==> config.mk <==
export PLATFORM = sky130hd
export DESIGN_NAME = analog_stick_to_dpad
export DESIGN_NICKNAME = d
export VERILOG_FILES = /design/src/rtl/acd_pkg.sv /design/src/rtl/acd_prep.sv /design/src/rtl/acd_square.sv /design/src/rtl/acd_cone.sv /design/src/rtl/analog_stick_to_dpad.sv
export VERILOG_INCLUDE_DIRS = /design/src /design/src/rtl
export SDC_FILE = /design/constraint.sdc
export NUM_CORES = 2
export LEC_CHECK = 0
export ABC_AREA = 0
export BUFFER_PORTS_ARGS = -buffer_cell sky130_fd_sc_hd__buf_2
export CAP_MARGIN = 20
export CORE_UTILIZATION = 60
export DETAILED_ROUTE_END_ITERATION = 8
export PLACE_DENSITY = 0.79
export SYNTH_ARGS = -nofsm -noshare
export SYNTH_HDL_FRONTEND = slang
export SYNTH_SLANG_ARGS = --single-unit
==> constraint.sdc <==
create_clock -name i_clk -period 24.2 [get_ports i_clk]
set_input_delay 3.63 -clock i_clk [delete_from_list [all_inputs] [get_ports i_clk]]
set_output_delay 3.63 -clock i_clk [all_outputs]
set_load 0.05 [all_outputs]
==> src/rtl/assert_macros.svh <==
// assertion macros shared by the rtl
`ifndef ASSERT_MACROS_SVH
`define ASSERT_MACROS_SVH
`ifndef SYNTHESIS
`define ACD_ASSERT(label, clk, rst_n, prop) \
    label: assert property (@(posedge clk) disable iff (!rst_n) prop) \
        else $error("assertion failed in %m");
`define ACD_NEVER(label, clk, rst_n, cond) \
    label: assert property (@(posedge clk) disable iff (!rst_n) !(cond)) \
        else $error("forbidden condition seen in %m");
`else
`define ACD_ASSERT(label, clk, rst_n, prop)
`define ACD_NEVER(label, clk, rst_n, cond)
`endif
`endif

==> src/rtl/acd_pkg.sv <==
// types and constants of the stick to pad mapper
`default_nettype none
package acd_pkg;

    typedef struct packed {
        logic [7:0] stick_x;
        logic [7:0] stick_y;
    } t_stick_in;

    typedef struct packed {
        logic [3:0] pad_dirs;
        logic       stick_active;
    } t_pad_out;

    // direction bit positions in pad_dirs
    localparam int DIR_UP    = 0;
    localparam int DIR_RIGHT = 1;
    localparam int DIR_DOWN  = 2;
    localparam int DIR_LEFT  = 3;

    // cone test slots: horizontal axis, vertical axis, up diagonal, down diagonal
    localparam int SLOT_H = 0;
    localparam int SLOT_V = 1;
    localparam int SLOT_U = 2;
    localparam int SLOT_N = 3;
    localparam int N_SLOT = 4;

    localparam logic signed [8:0] DEAD_ZONE = 9'sd64;
    localparam logic signed [8:0] CENTRE    = 9'sd128;
    localparam logic [15:0]       MAG_MIN   = 16'd8029;

    // 10^14 = TEN14_HI * 2^24 + TEN14_LO
    localparam logic [23:0] TEN14_LO = 24'd8011776;
    localparam logic [22:0] TEN14_HI = 23'd5960464;
    // cos^2(16 deg) * 10^14 = COS2_HI * 2^24 + COS2_LO
    localparam logic [23:0] COS2_LO  = 24'd9420497;
    localparam logic [22:0] COS2_HI  = 23'd5507612;

    typedef struct packed {
        logic side_r;
        logic side_l;
        logic vert_u;
        logic vert_d;
        logic du_pos;
        logic dn_pos;
        logic active;
    } t_flags;

    typedef struct packed {
        logic [7:0] ax;
        logic [7:0] ay;
        logic [8:0] du_mag;
        logic [8:0] dn_mag;
        t_flags     flags;
    } t_prep;

    typedef struct packed {
        logic [N_SLOT-1:0][16:0] dd;
        t_flags                  flags;
    } t_sq;

endpackage
`default_nettype wire

==> src/rtl/acd_prep.sv <==
// first stage: centring, dead zone, magnitudes and diagonal dot products
`default_nettype none
module acd_prep import acd_pkg::*; (
    input  logic      i_clk,
    input  logic      i_rst_n,
    input  logic      i_vld,
    output logic      o_rdy,
    input  t_stick_in i_data,
    output logic      o_vld,
    input  logic      i_rdy,
    output t_prep     o_data
);

    logic signed [8:0] x;
    logic signed [8:0] y;
    logic signed [8:0] x_neg;
    logic signed [8:0] y_neg;
    logic              x_dead;
    logic              y_dead;
    logic [9:0]        ax_ext;
    logic [9:0]        y_ext;
    logic [9:0]        du;
    logic [9:0]        dn;
    t_prep             n_data;
    t_prep             r_data;
    logic              r_vld;

    always_comb begin
        x      = $signed({1'b0, i_data.stick_x}) - CENTRE;
        y      = CENTRE - $signed({1'b0, i_data.stick_y});
        x_neg  = -x;
        y_neg  = -y;
        x_dead = (x > -DEAD_ZONE) && (x < DEAD_ZONE);
        y_dead = (y > -DEAD_ZONE) && (y < DEAD_ZONE);

        n_data.ax = x_dead ? 8'd0 : (x[8] ? x_neg[7:0] : x[7:0]);
        n_data.ay = y_dead ? 8'd0 : (y[8] ? y_neg[7:0] : y[7:0]);

        // same formulas serve both sides since the side dot product is |x|
        ax_ext = {2'b00, n_data.ax};
        y_ext  = y_dead ? 10'd0 : {y[8], y};
        du     = ax_ext + y_ext;
        dn     = ax_ext - y_ext;

        n_data.du_mag       = du[8:0];
        n_data.dn_mag       = dn[8:0];
        n_data.flags.side_r = !x_dead && !x[8];
        n_data.flags.side_l = !x_dead && x[8];
        n_data.flags.vert_u = !y_dead && !y[8];
        n_data.flags.vert_d = !y_dead && y[8];
        n_data.flags.du_pos = !du[9] && (du != 10'd0);
        n_data.flags.dn_pos = !dn[9] && (dn != 10'd0);
        n_data.flags.active = !x_dead || !y_dead;
    end

    assign o_rdy = !r_vld || i_rdy;

    always_ff @(posedge i_clk) begin
        if (!i_rst_n) begin
            r_vld <= 1'b0;
        end else if (o_rdy) begin
            r_vld <= i_vld;
        end
    end

    always_ff @(posedge i_clk) begin
        if (o_rdy && i_vld) begin
            r_data <= n_data;
        end
    end

    assign o_vld  = r_vld;
    assign o_data = r_data;

endmodule
`default_nettype wire

==> src/rtl/acd_square.sv <==
// second stage: squares of the four dot products
`default_nettype none
module acd_square import acd_pkg::*; (
    input  logic  i_clk,
    input  logic  i_rst_n,
    input  logic  i_vld,
    output logic  o_rdy,
    input  t_prep i_data,
    output logic  o_vld,
    input  logic  i_rdy,
    output t_sq   o_data
);

    logic [15:0] sq_x;
    logic [15:0] sq_y;
    logic [17:0] sq_u;
    logic [17:0] sq_n;
    t_sq         n_data;
    t_sq         r_data;
    logic        r_vld;

    always_comb begin
        sq_x = {8'd0, i_data.ax} * {8'd0, i_data.ax};
        sq_y = {8'd0, i_data.ay} * {8'd0, i_data.ay};
        sq_u = {9'd0, i_data.du_mag} * {9'd0, i_data.du_mag};
        sq_n = {9'd0, i_data.dn_mag} * {9'd0, i_data.dn_mag};

        n_data.dd[SLOT_H] = {1'b0, sq_x};
        n_data.dd[SLOT_V] = {1'b0, sq_y};
        // a diagonal magnitude is at most 256, so its square fits 17 bits
        n_data.dd[SLOT_U] = sq_u[16:0];
        n_data.dd[SLOT_N] = sq_n[16:0];
        n_data.flags      = i_data.flags;
    end

    assign o_rdy = !r_vld || i_rdy;

    always_ff @(posedge i_clk) begin
        if (!i_rst_n) begin
            r_vld <= 1'b0;
        end else if (o_rdy) begin
            r_vld <= i_vld;
        end
    end

    always_ff @(posedge i_clk) begin
        if (o_rdy && i_vld) begin
            r_data <= n_data;
        end
    end

    assign o_vld  = r_vld;
    assign o_data = r_data;

endmodule
`default_nettype wire

==> src/rtl/acd_cone.sv <==
// cone tests: exact dd * 10^14 against cos^2 * m, split into partial products
`default_nettype none
module acd_cone import acd_pkg::*; (
    input  logic     i_clk,
    input  logic     i_rst_n,
    input  logic     i_vld,
    output logic     o_rdy,
    input  t_sq      i_data,
    output logic     o_vld,
    input  logic     i_rdy,
    output t_pad_out o_data
);

    // stage a: magnitude and partial products of the left-hand sides
    logic [15:0] n_m_a;
    logic [40:0] n_lo   [N_SLOT];
    logic [39:0] n_hi   [N_SLOT];
    logic [15:0] r_m_a;
    logic [40:0] r_lo   [N_SLOT];
    logic [39:0] r_hi   [N_SLOT];
    t_flags      r_fl_a;
    logic        r_vld_a;
    logic        rdy_a;

    // stage b: summed left-hand sides and partial products of the right-hand side
    logic [63:0] n_lhs  [N_SLOT];
    logic [39:0] n_mc_lo;
    logic [38:0] n_mc_hi;
    logic [63:0] r_lhs  [N_SLOT];
    logic [39:0] r_mc_lo;
    logic [38:0] r_mc_hi;
    logic [15:0] r_m_b;
    t_flags      r_fl_b;
    logic        r_vld_b;
    logic        rdy_b;

    logic [63:0] rhs_axis;
    logic [63:0] rhs_diag;
    logic        pass_h;
    logic        pass_v;
    logic        pass_u;
    logic        pass_n;
    logic [3:0]  dirs;

    always_comb begin
        n_m_a = i_data.dd[SLOT_H][15:0] + i_data.dd[SLOT_V][15:0];
        for (int i = 0; i < N_SLOT; i++) begin
            n_lo[i] = {24'd0, i_data.dd[i]} * {17'd0, TEN14_LO};
            n_hi[i] = {23'd0, i_data.dd[i]} * {17'd0, TEN14_HI};
        end
    end

    assign rdy_a = !r_vld_a || rdy_b;
    assign o_rdy = rdy_a;

    always_ff @(posedge i_clk) begin
        if (!i_rst_n) begin
            r_vld_a <= 1'b0;
        end else if (rdy_a) begin
            r_vld_a <= i_vld;
        end
    end

    always_ff @(posedge i_clk) begin
        if (rdy_a && i_vld) begin
            r_m_a  <= n_m_a;
            r_lo   <= n_lo;
            r_hi   <= n_hi;
            r_fl_a <= i_data.flags;
        end
    end

    always_comb begin
        for (int i = 0; i < N_SLOT; i++) begin
            n_lhs[i] = {r_hi[i], 24'd0} + {23'd0, r_lo[i]};
        end
        n_mc_lo = {24'd0, r_m_a} * {16'd0, COS2_LO};
        n_mc_hi = {23'd0, r_m_a} * {16'd0, COS2_HI};
    end

    assign rdy_b = !r_vld_b || i_rdy;

    always_ff @(posedge i_clk) begin
        if (!i_rst_n) begin
            r_vld_b <= 1'b0;
        end else if (rdy_b) begin
            r_vld_b <= r_vld_a;
        end
    end

    always_ff @(posedge i_clk) begin
        if (rdy_b && r_vld_a) begin
            r_lhs   <= n_lhs;
            r_mc_lo <= n_mc_lo;
            r_mc_hi <= n_mc_hi;
            r_m_b   <= r_m_a;
            r_fl_b  <= r_fl_a;
        end
    end

    // cos^2 * m stays below 2^62, so doubling it for the diagonals cannot overflow
    always_comb begin
        rhs_axis = {1'b0, r_mc_hi, 24'd0} + {24'd0, r_mc_lo};
        rhs_diag = {rhs_axis[62:0], 1'b0};

        pass_h = r_lhs[SLOT_H] >= rhs_axis;
        pass_v = r_lhs[SLOT_V] >= rhs_axis;
        pass_u = r_fl_b.du_pos && (r_lhs[SLOT_U] >= rhs_diag);
        pass_n = r_fl_b.dn_pos && (r_lhs[SLOT_N] >= rhs_diag);

        dirs = 4'd0;
        if (r_m_b >= MAG_MIN) begin
            if (r_fl_b.side_r || r_fl_b.side_l) begin
                if (pass_h || pass_u || pass_n) begin
                    if (r_fl_b.side_r) begin
                        dirs[DIR_RIGHT] = 1'b1;
                    end else begin
                        dirs[DIR_LEFT] = 1'b1;
                    end
                end
                if (pass_u) begin
                    dirs[DIR_UP] = 1'b1;
                end
                if (pass_n) begin
                    dirs[DIR_DOWN] = 1'b1;
                end
            end
            if (pass_v && r_fl_b.vert_u) begin
                dirs[DIR_UP] = 1'b1;
            end
            if (pass_v && r_fl_b.vert_d) begin
                dirs[DIR_DOWN] = 1'b1;
            end
        end

        o_data.pad_dirs     = dirs;
        o_data.stick_active = r_fl_b.active;
    end

    assign o_vld = r_vld_b;

endmodule
`default_nettype wire

==> src/rtl/analog_stick_to_dpad.sv <==
// top level of the analog stick to digital pad mapper
//
// Usage: each input beat on i_in_* carries one raw stick sample (x, y, 128 is
// centre, lower y is up). Each accepted beat yields exactly one output beat on
// o_out_* with the four pad direction bits and the stick activity flag, in
// the order the samples came in.
// Both channels are valid/ready; a beat moves when valid and ready are high.
// Pipeline: a sample is centred as it is accepted and registered, then passes
// the squaring stage, two partial product stages and the output register
// before it is presented on o_out_valid. Throughput: one sample per clock
// while the output is not stalled, set by the fully pipelined datapath; the
// widest step is a 17 by 24 bit constant multiply.
// Each stage loads whenever it is empty or its successor moves on, so bubbles
// are squeezed out and the pipeline holds up to five samples.
// Stall: while i_out_ready is low the output beat is held; o_in_ready drops
// only when every stage is occupied.
// Reset: i_rst_n is synchronous, active low, and empties the pipeline; no
// beat is presented until new samples are taken in.
`default_nettype none
`include "assert_macros.svh"
module analog_stick_to_dpad import acd_pkg::*; (
    input  logic      i_clk,
    input  logic      i_rst_n,
    input  logic      i_in_valid,
    output logic      o_in_ready,
    input  t_stick_in i_in_data,
    output logic      o_out_valid,
    input  logic      i_out_ready,
    output t_pad_out  o_out_data
);

    logic     prep_vld;
    logic     prep_rdy;
    t_prep    prep_data;
    logic     sq_vld;
    logic     sq_rdy;
    t_sq      sq_data;
    logic     cone_vld;
    logic     cone_rdy;
    t_pad_out cone_data;
    logic     r_out_vld;
    t_pad_out r_out;

    acd_prep u_prep (
        .i_clk   (i_clk),
        .i_rst_n (i_rst_n),
        .i_vld   (i_in_valid),
        .o_rdy   (o_in_ready),
        .i_data  (i_in_data),
        .o_vld   (prep_vld),
        .i_rdy   (prep_rdy),
        .o_data  (prep_data)
    );

    acd_square u_square (
        .i_clk   (i_clk),
        .i_rst_n (i_rst_n),
        .i_vld   (prep_vld),
        .o_rdy   (prep_rdy),
        .i_data  (prep_data),
        .o_vld   (sq_vld),
        .i_rdy   (sq_rdy),
        .o_data  (sq_data)
    );

    acd_cone u_cone (
        .i_clk   (i_clk),
        .i_rst_n (i_rst_n),
        .i_vld   (sq_vld),
        .o_rdy   (sq_rdy),
        .i_data  (sq_data),
        .o_vld   (cone_vld),
        .i_rdy   (cone_rdy),
        .o_data  (cone_data)
    );

    // output register, parts the receiver from the compare logic
    assign cone_rdy = !r_out_vld || i_out_ready;

    always_ff @(posedge i_clk) begin
        if (!i_rst_n) begin
            r_out_vld <= 1'b0;
        end else if (cone_rdy) begin
            r_out_vld <= cone_vld;
        end
    end

    always_ff @(posedge i_clk) begin
        if (cone_rdy && cone_vld) begin
            r_out <= cone_data;
        end
    end

    assign o_out_valid = r_out_vld;
    assign o_out_data  = r_out;

    // a sample inside the dead zone on both axes yields no pad directions
    `ACD_ASSERT(a_idle_no_dirs, i_clk, i_rst_n, (o_out_valid && !o_out_data.stick_active) |-> (o_out_data.pad_dirs == 4'd0))
    // opposite directions exclude each other
    `ACD_NEVER(a_no_up_down, i_clk, i_rst_n, o_out_valid && o_out_data.pad_dirs[DIR_UP] && o_out_data.pad_dirs[DIR_DOWN])
    `ACD_NEVER(a_no_left_right, i_clk, i_rst_n, o_out_valid && o_out_data.pad_dirs[DIR_LEFT] && o_out_data.pad_dirs[DIR_RIGHT])
    // back pressure reaches the input only through a stalled output beat
    `ACD_ASSERT(a_stall_source, i_clk, i_rst_n, !o_in_ready |-> (o_out_valid && !i_out_ready))

endmodule
`default_nettype wire
==> flow_results.xml <==
<?xml version="1.0" encoding="UTF-8"?>
<metrics>
  <group name="clock_network">
    <metric name="clock_path_buffers" unit="">3</metric>
    <metric name="cts_hold_repair.buffers" unit="">0</metric>
    <metric name="tritoncts_clock_tree" unit="">yes</metric>
    <metric name="post_cts_resize_count" unit="">0</metric>
    <metric name="clk_root_buffer_cell" unit="">sky130_fd_sc_hd__clkbuf_16</metric>
    <metric name="clk_pin_slew_worst_paths" unit="ns">0.06</metric>
    <metric name="clkSinkCount" unit="">658</metric>
    <metric name="post-cts-setup-buffers" unit="">0</metric>
    <metric name="tritoncts.num_buffers" unit="">76</metric>
    <metric name="clock_latency_on_the_worst_skew_pair" unit="ns">0.67</metric>
    <metric name="htree_levels" unit="">3</metric>
  </group>
  <group name="setup_path">
    <metric name="timing.critical_path.from_type" unit="">primary input</metric>
    <metric name="rr_worst_depth" unit="">21</metric>
    <metric name="cp.required" unit="ns">20.57</metric>
    <metric name="data_arrival_time_of_the_critical_path" unit="ns">4.95</metric>
    <metric name="worst_setup_path_end_kind" unit="">output port</metric>
    <metric name="worst-setup-path-type" unit="">primary input to output port</metric>
    <metric name="worst-path-max-fanout" unit="">6</metric>
  </group>
  <group name="grt">
    <metric name="wire_length_of_the_first_global_routing_pass" unit="mm">295</metric>
    <metric name="via_count_of_the_first_global_routing_pass" unit="">53900</metric>
    <metric name="grt_usage" unit="%">28.9</metric>
    <metric name="grt-ovfl-total" unit="">0</metric>
    <metric name="grt_max_degree" unit="">81</metric>
    <metric name="number_of_antenna_violations_at_the_first_check_in_global_routing" unit="">2</metric>
  </group>
  <group name="die">
    <metric name="chipHeight" unit="µm">364</metric>
    <metric name="die_area" unit="µm²">132000</metric>
    <metric name="die_w" unit="µm">364</metric>
    <metric name="core.rowCount" unit="">132</metric>
    <metric name="io_pins" unit="">27</metric>
    <metric name="design.core.area" unit="µm²">130000</metric>
    <metric name="initial_core_util" unit="%">60.6</metric>
  </group>
  <group name="synthesis">
    <metric name="postSynth.asyncResetShare" unit="%">0</metric>
    <metric name="yosysWarningCount" unit="">0</metric>
    <metric name="synth_most_common_cell" unit="">sky130_fd_sc_hd__ha_1</metric>
    <metric name="synthCells" unit="">7064</metric>
    <metric name="synth.top_cell.area_share" unit="%">25.0</metric>
    <metric name="synth_top_flop_cell" unit="">sky130_fd_sc_hd__edfxtp_1</metric>
    <metric name="synth_area_leaders" unit="">sky130_fd_sc_hd__edfxtp_1, sky130_fd_sc_hd__ha_1, sky130_fd_sc_hd__fa_1</metric>
    <metric name="share_of_synthesized_area_occupied_by_flip_flops_and_latches" unit="%">25.1</metric>
    <metric name="synthDistinctLibCells" unit="">84</metric>
    <metric name="post-synth-top-area-cell" unit="">sky130_fd_sc_hd__edfxtp_1</metric>
    <metric name="synthesis.area" unit="µm²">78500</metric>
    <metric name="synth_enable_flop_cells" unit="">653</metric>
    <metric name="postSynthAreaPerCell" unit="µm²">11.1</metric>
    <metric name="synth_seq_cells" unit="">658</metric>
    <metric name="synth.top_cells.by_count" unit="">sky130_fd_sc_hd__ha_1, sky130_fd_sc_hd__inv_1, sky130_fd_sc_hd__fa_1</metric>
  </group>
  <group name="sta">
    <metric name="max_freq" unit="MHz">117</metric>
    <metric name="final_period_minus_worst_setup_slack" unit="ns">8.58</metric>
    <metric name="timing.setup.tns" unit="ns">0</metric>
    <metric name="worst_slew_pin_slew" unit="ns">1.25</metric>
    <metric name="timing_max_transition_violations_final" unit="">0</metric>
    <metric name="hold_violations" unit="">0</metric>
    <metric name="relative_slew_slack" unit="%">15.9</metric>
    <metric name="layout_worst_path_cycle_share" unit="%">35.5</metric>
    <metric name="rsz0062_at_grt" unit="">false</metric>
    <metric name="setup_violations" unit="">0</metric>
    <metric name="skew" unit="ns">0.0332</metric>
  </group>
  <group name="placement">
    <metric name="finalWeightedCongestion" unit="">0.949</metric>
    <metric name="portBuffers" unit="">26</metric>
    <metric name="post-dp-hpwl" unit="mm">150</metric>
  </group>
  <group name="worst_hold_path">
    <metric name="worstHoldPathType" unit="">register to register</metric>
    <metric name="min_path_cells" unit="">0</metric>
  </group>
  <group name="detailed_routing">
    <metric name="first_pass_iters" unit="">8</metric>
    <metric name="drc_errors" unit="">0</metric>
    <metric name="drtIter0Drc" unit="">3951</metric>
    <metric name="drtAntennaViolNets" unit="">0</metric>
    <metric name="wirelength" unit="mm">187</metric>
    <metric name="drt-wirelength-per-cell" unit="µm">20.7</metric>
    <metric name="vias" unit="">51800</metric>
    <metric name="vias_per_cell" unit="">5.75</metric>
  </group>
  <group name="cells_and_area">
    <metric name="drive_above_1_share" unit="%">3.80</metric>
    <metric name="finalNetCount" unit="">9630</metric>
    <metric name="antenna_cells" unit="">0</metric>
    <metric name="area.growth.synth_to_final" unit="%">6.50</metric>
  </group>
  <group name="flow_run">
    <metric name="timing.max_cap.violations" unit="">0</metric>
  </group>
  <group name="outcome">
    <metric name="outcome" unit="">finished, final reports clean</metric>
  </group>
</metrics>
==> stage by stage <==
step | util, % | cells | hold WS (ns) | instance area (µm²) | setup WS, ns
2_1_floorplan | - | 7087 | 0.400 | 78600 | 5.91
3_3_place_gp | 62.6 | 8863 | 0.402 | 81100 | 15.69
3_5_place_dp | 62.6 | 8864 | 0.405 | 81100 | 15.63
4_1_cts | 64.5 | 8997 | 0.413 | 83600 | 15.61
5_1_grt | 64.5 | 8999 | 0.410 | 83600 | 15.53
6_report | 64.5 | 8999 | 0.415 | 83600 | 15.62
==> cells in the final DEF (no fill, tap or decap), types with 17 or more instances in the layout <==
cell type,Yosys,routed
sky130_fd_sc_hd__fa_1,915,915
sky130_fd_sc_hd__clkbuf_16,0,79
sky130_fd_sc_hd__nor2b_1,71,70
sky130_fd_sc_hd__nor3_1,80,80
sky130_fd_sc_hd__nor2_1,264,264
sky130_fd_sc_hd__and2_1,100,100
sky130_fd_sc_hd__o211ai_1,22,22
sky130_fd_sc_hd__edfxtp_1,653,653
sky130_fd_sc_hd__o21ai_0,132,131
sky130_fd_sc_hd__inv_1,1353,1353
sky130_fd_sc_hd__buf_2,2,26
sky130_fd_sc_hd__buf_4,0,41
sky130_fd_sc_hd__and3_1,58,58
sky130_fd_sc_hd__xor2_1,154,154
sky130_fd_sc_hd__nand3_1,91,91
sky130_fd_sc_hd__a21oi_1,322,322
sky130_fd_sc_hd__a21o_1,186,186
sky130_fd_sc_hd__o21bai_1,65,65
sky130_fd_sc_hd__o31ai_1,21,21
sky130_fd_sc_hd__o21a_1,47,47
sky130_fd_sc_hd__conb_1,2,25
sky130_fd_sc_hd__or2_2,36,36
sky130_fd_sc_hd__ha_1,1493,1493
sky130_fd_sc_hd__a31oi_1,22,21
sky130_fd_sc_hd__nand2b_1,37,37
sky130_fd_sc_hd__xnor2_1,360,360
sky130_fd_sc_hd__nand2_1,230,230
sky130_fd_sc_hd__or3_1,28,28
sky130_fd_sc_hd__clkinv_2,0,17
sky130_fd_sc_hd__nand4_1,62,62
sky130_fd_sc_hd__a211oi_1,35,35
==> worst paths after layout <==
path / start / slack (ns) / end
max: i_out_ready / 15.62 / o_in_ready
min: u_cone.r_lo[21] / 0.42 / u_cone.r_lhs[21]
max reg2reg: u_cone.r_m_a[5] / 17.02 / u_cone.r_mc_lo[36]
min reg2reg: u_cone.r_lo[21] / 0.42 / u_cone.r_lhs[21]
==> cells by family after synthesis <==
kind of cell | synth area share (%)
fa+ha+maj | 47.1
buf+inv | 6.62
simple gates | 7.12
compound gates | 8.21
flops | 25.1
xor+xnor | 5.73
mux | 0.0956
other cells | 0.00956
==> worst max-delay path, stage by stage <==
cell	delay, ns
sky130_fd_sc_hd__buf_2	0.10
sky130_fd_sc_hd__nor2b_1	0.36
sky130_fd_sc_hd__and3_1	0.48
sky130_fd_sc_hd__nand3_1	0.14
sky130_fd_sc_hd__buf_2	0.24
==> final cells by class <==
class / instances / area (µm²)
Inverter: 1354 / 5080
Clock buffer: 87 / 2020
Sequential cell: 658 / 19700
Fill cell: 9854 / 46000
Tap cell: 1742 / 2180
Timing Repair Buffer: 67 / 438
Multi-Input combinational cell: 5045 / 53700
Clock inverter: 46 / 453
==> sequential cells by signal, summed over array words and instances, names as in the netlist, 5 cells and up <==
| signal | flops |
|---|---|
| u_cone.r_fl_b | 6 |
| u_cone.r_m_a | 16 |
| u_cone.r_mc_hi | 36 |
| u_cone.r_mc_lo | 36 |
| u_square.o_data | 68 |
| o_out_data | 5 |
| u_prep.o_data | 40 |
| u_cone.r_lhs | 195 |
| u_cone.r_m_b | 16 |
| u_cone.r_fl_a | 7 |
| u_cone.r_hi | 130 |
| u_cone.r_lo | 97 |
==> layer usage <==
metal	GRT usage (%)	vias up	wire, µm
met5	0	-	0
met4	11.7	0	8210
met3	4.08	331	12200
met2	46.6	1610	86000
met1	39.4	25800	80200
li1	-	24100	-
Power is not shown: default switching activity piles up to over one toggle a cycle in this logic, so the estimate is an artifact.
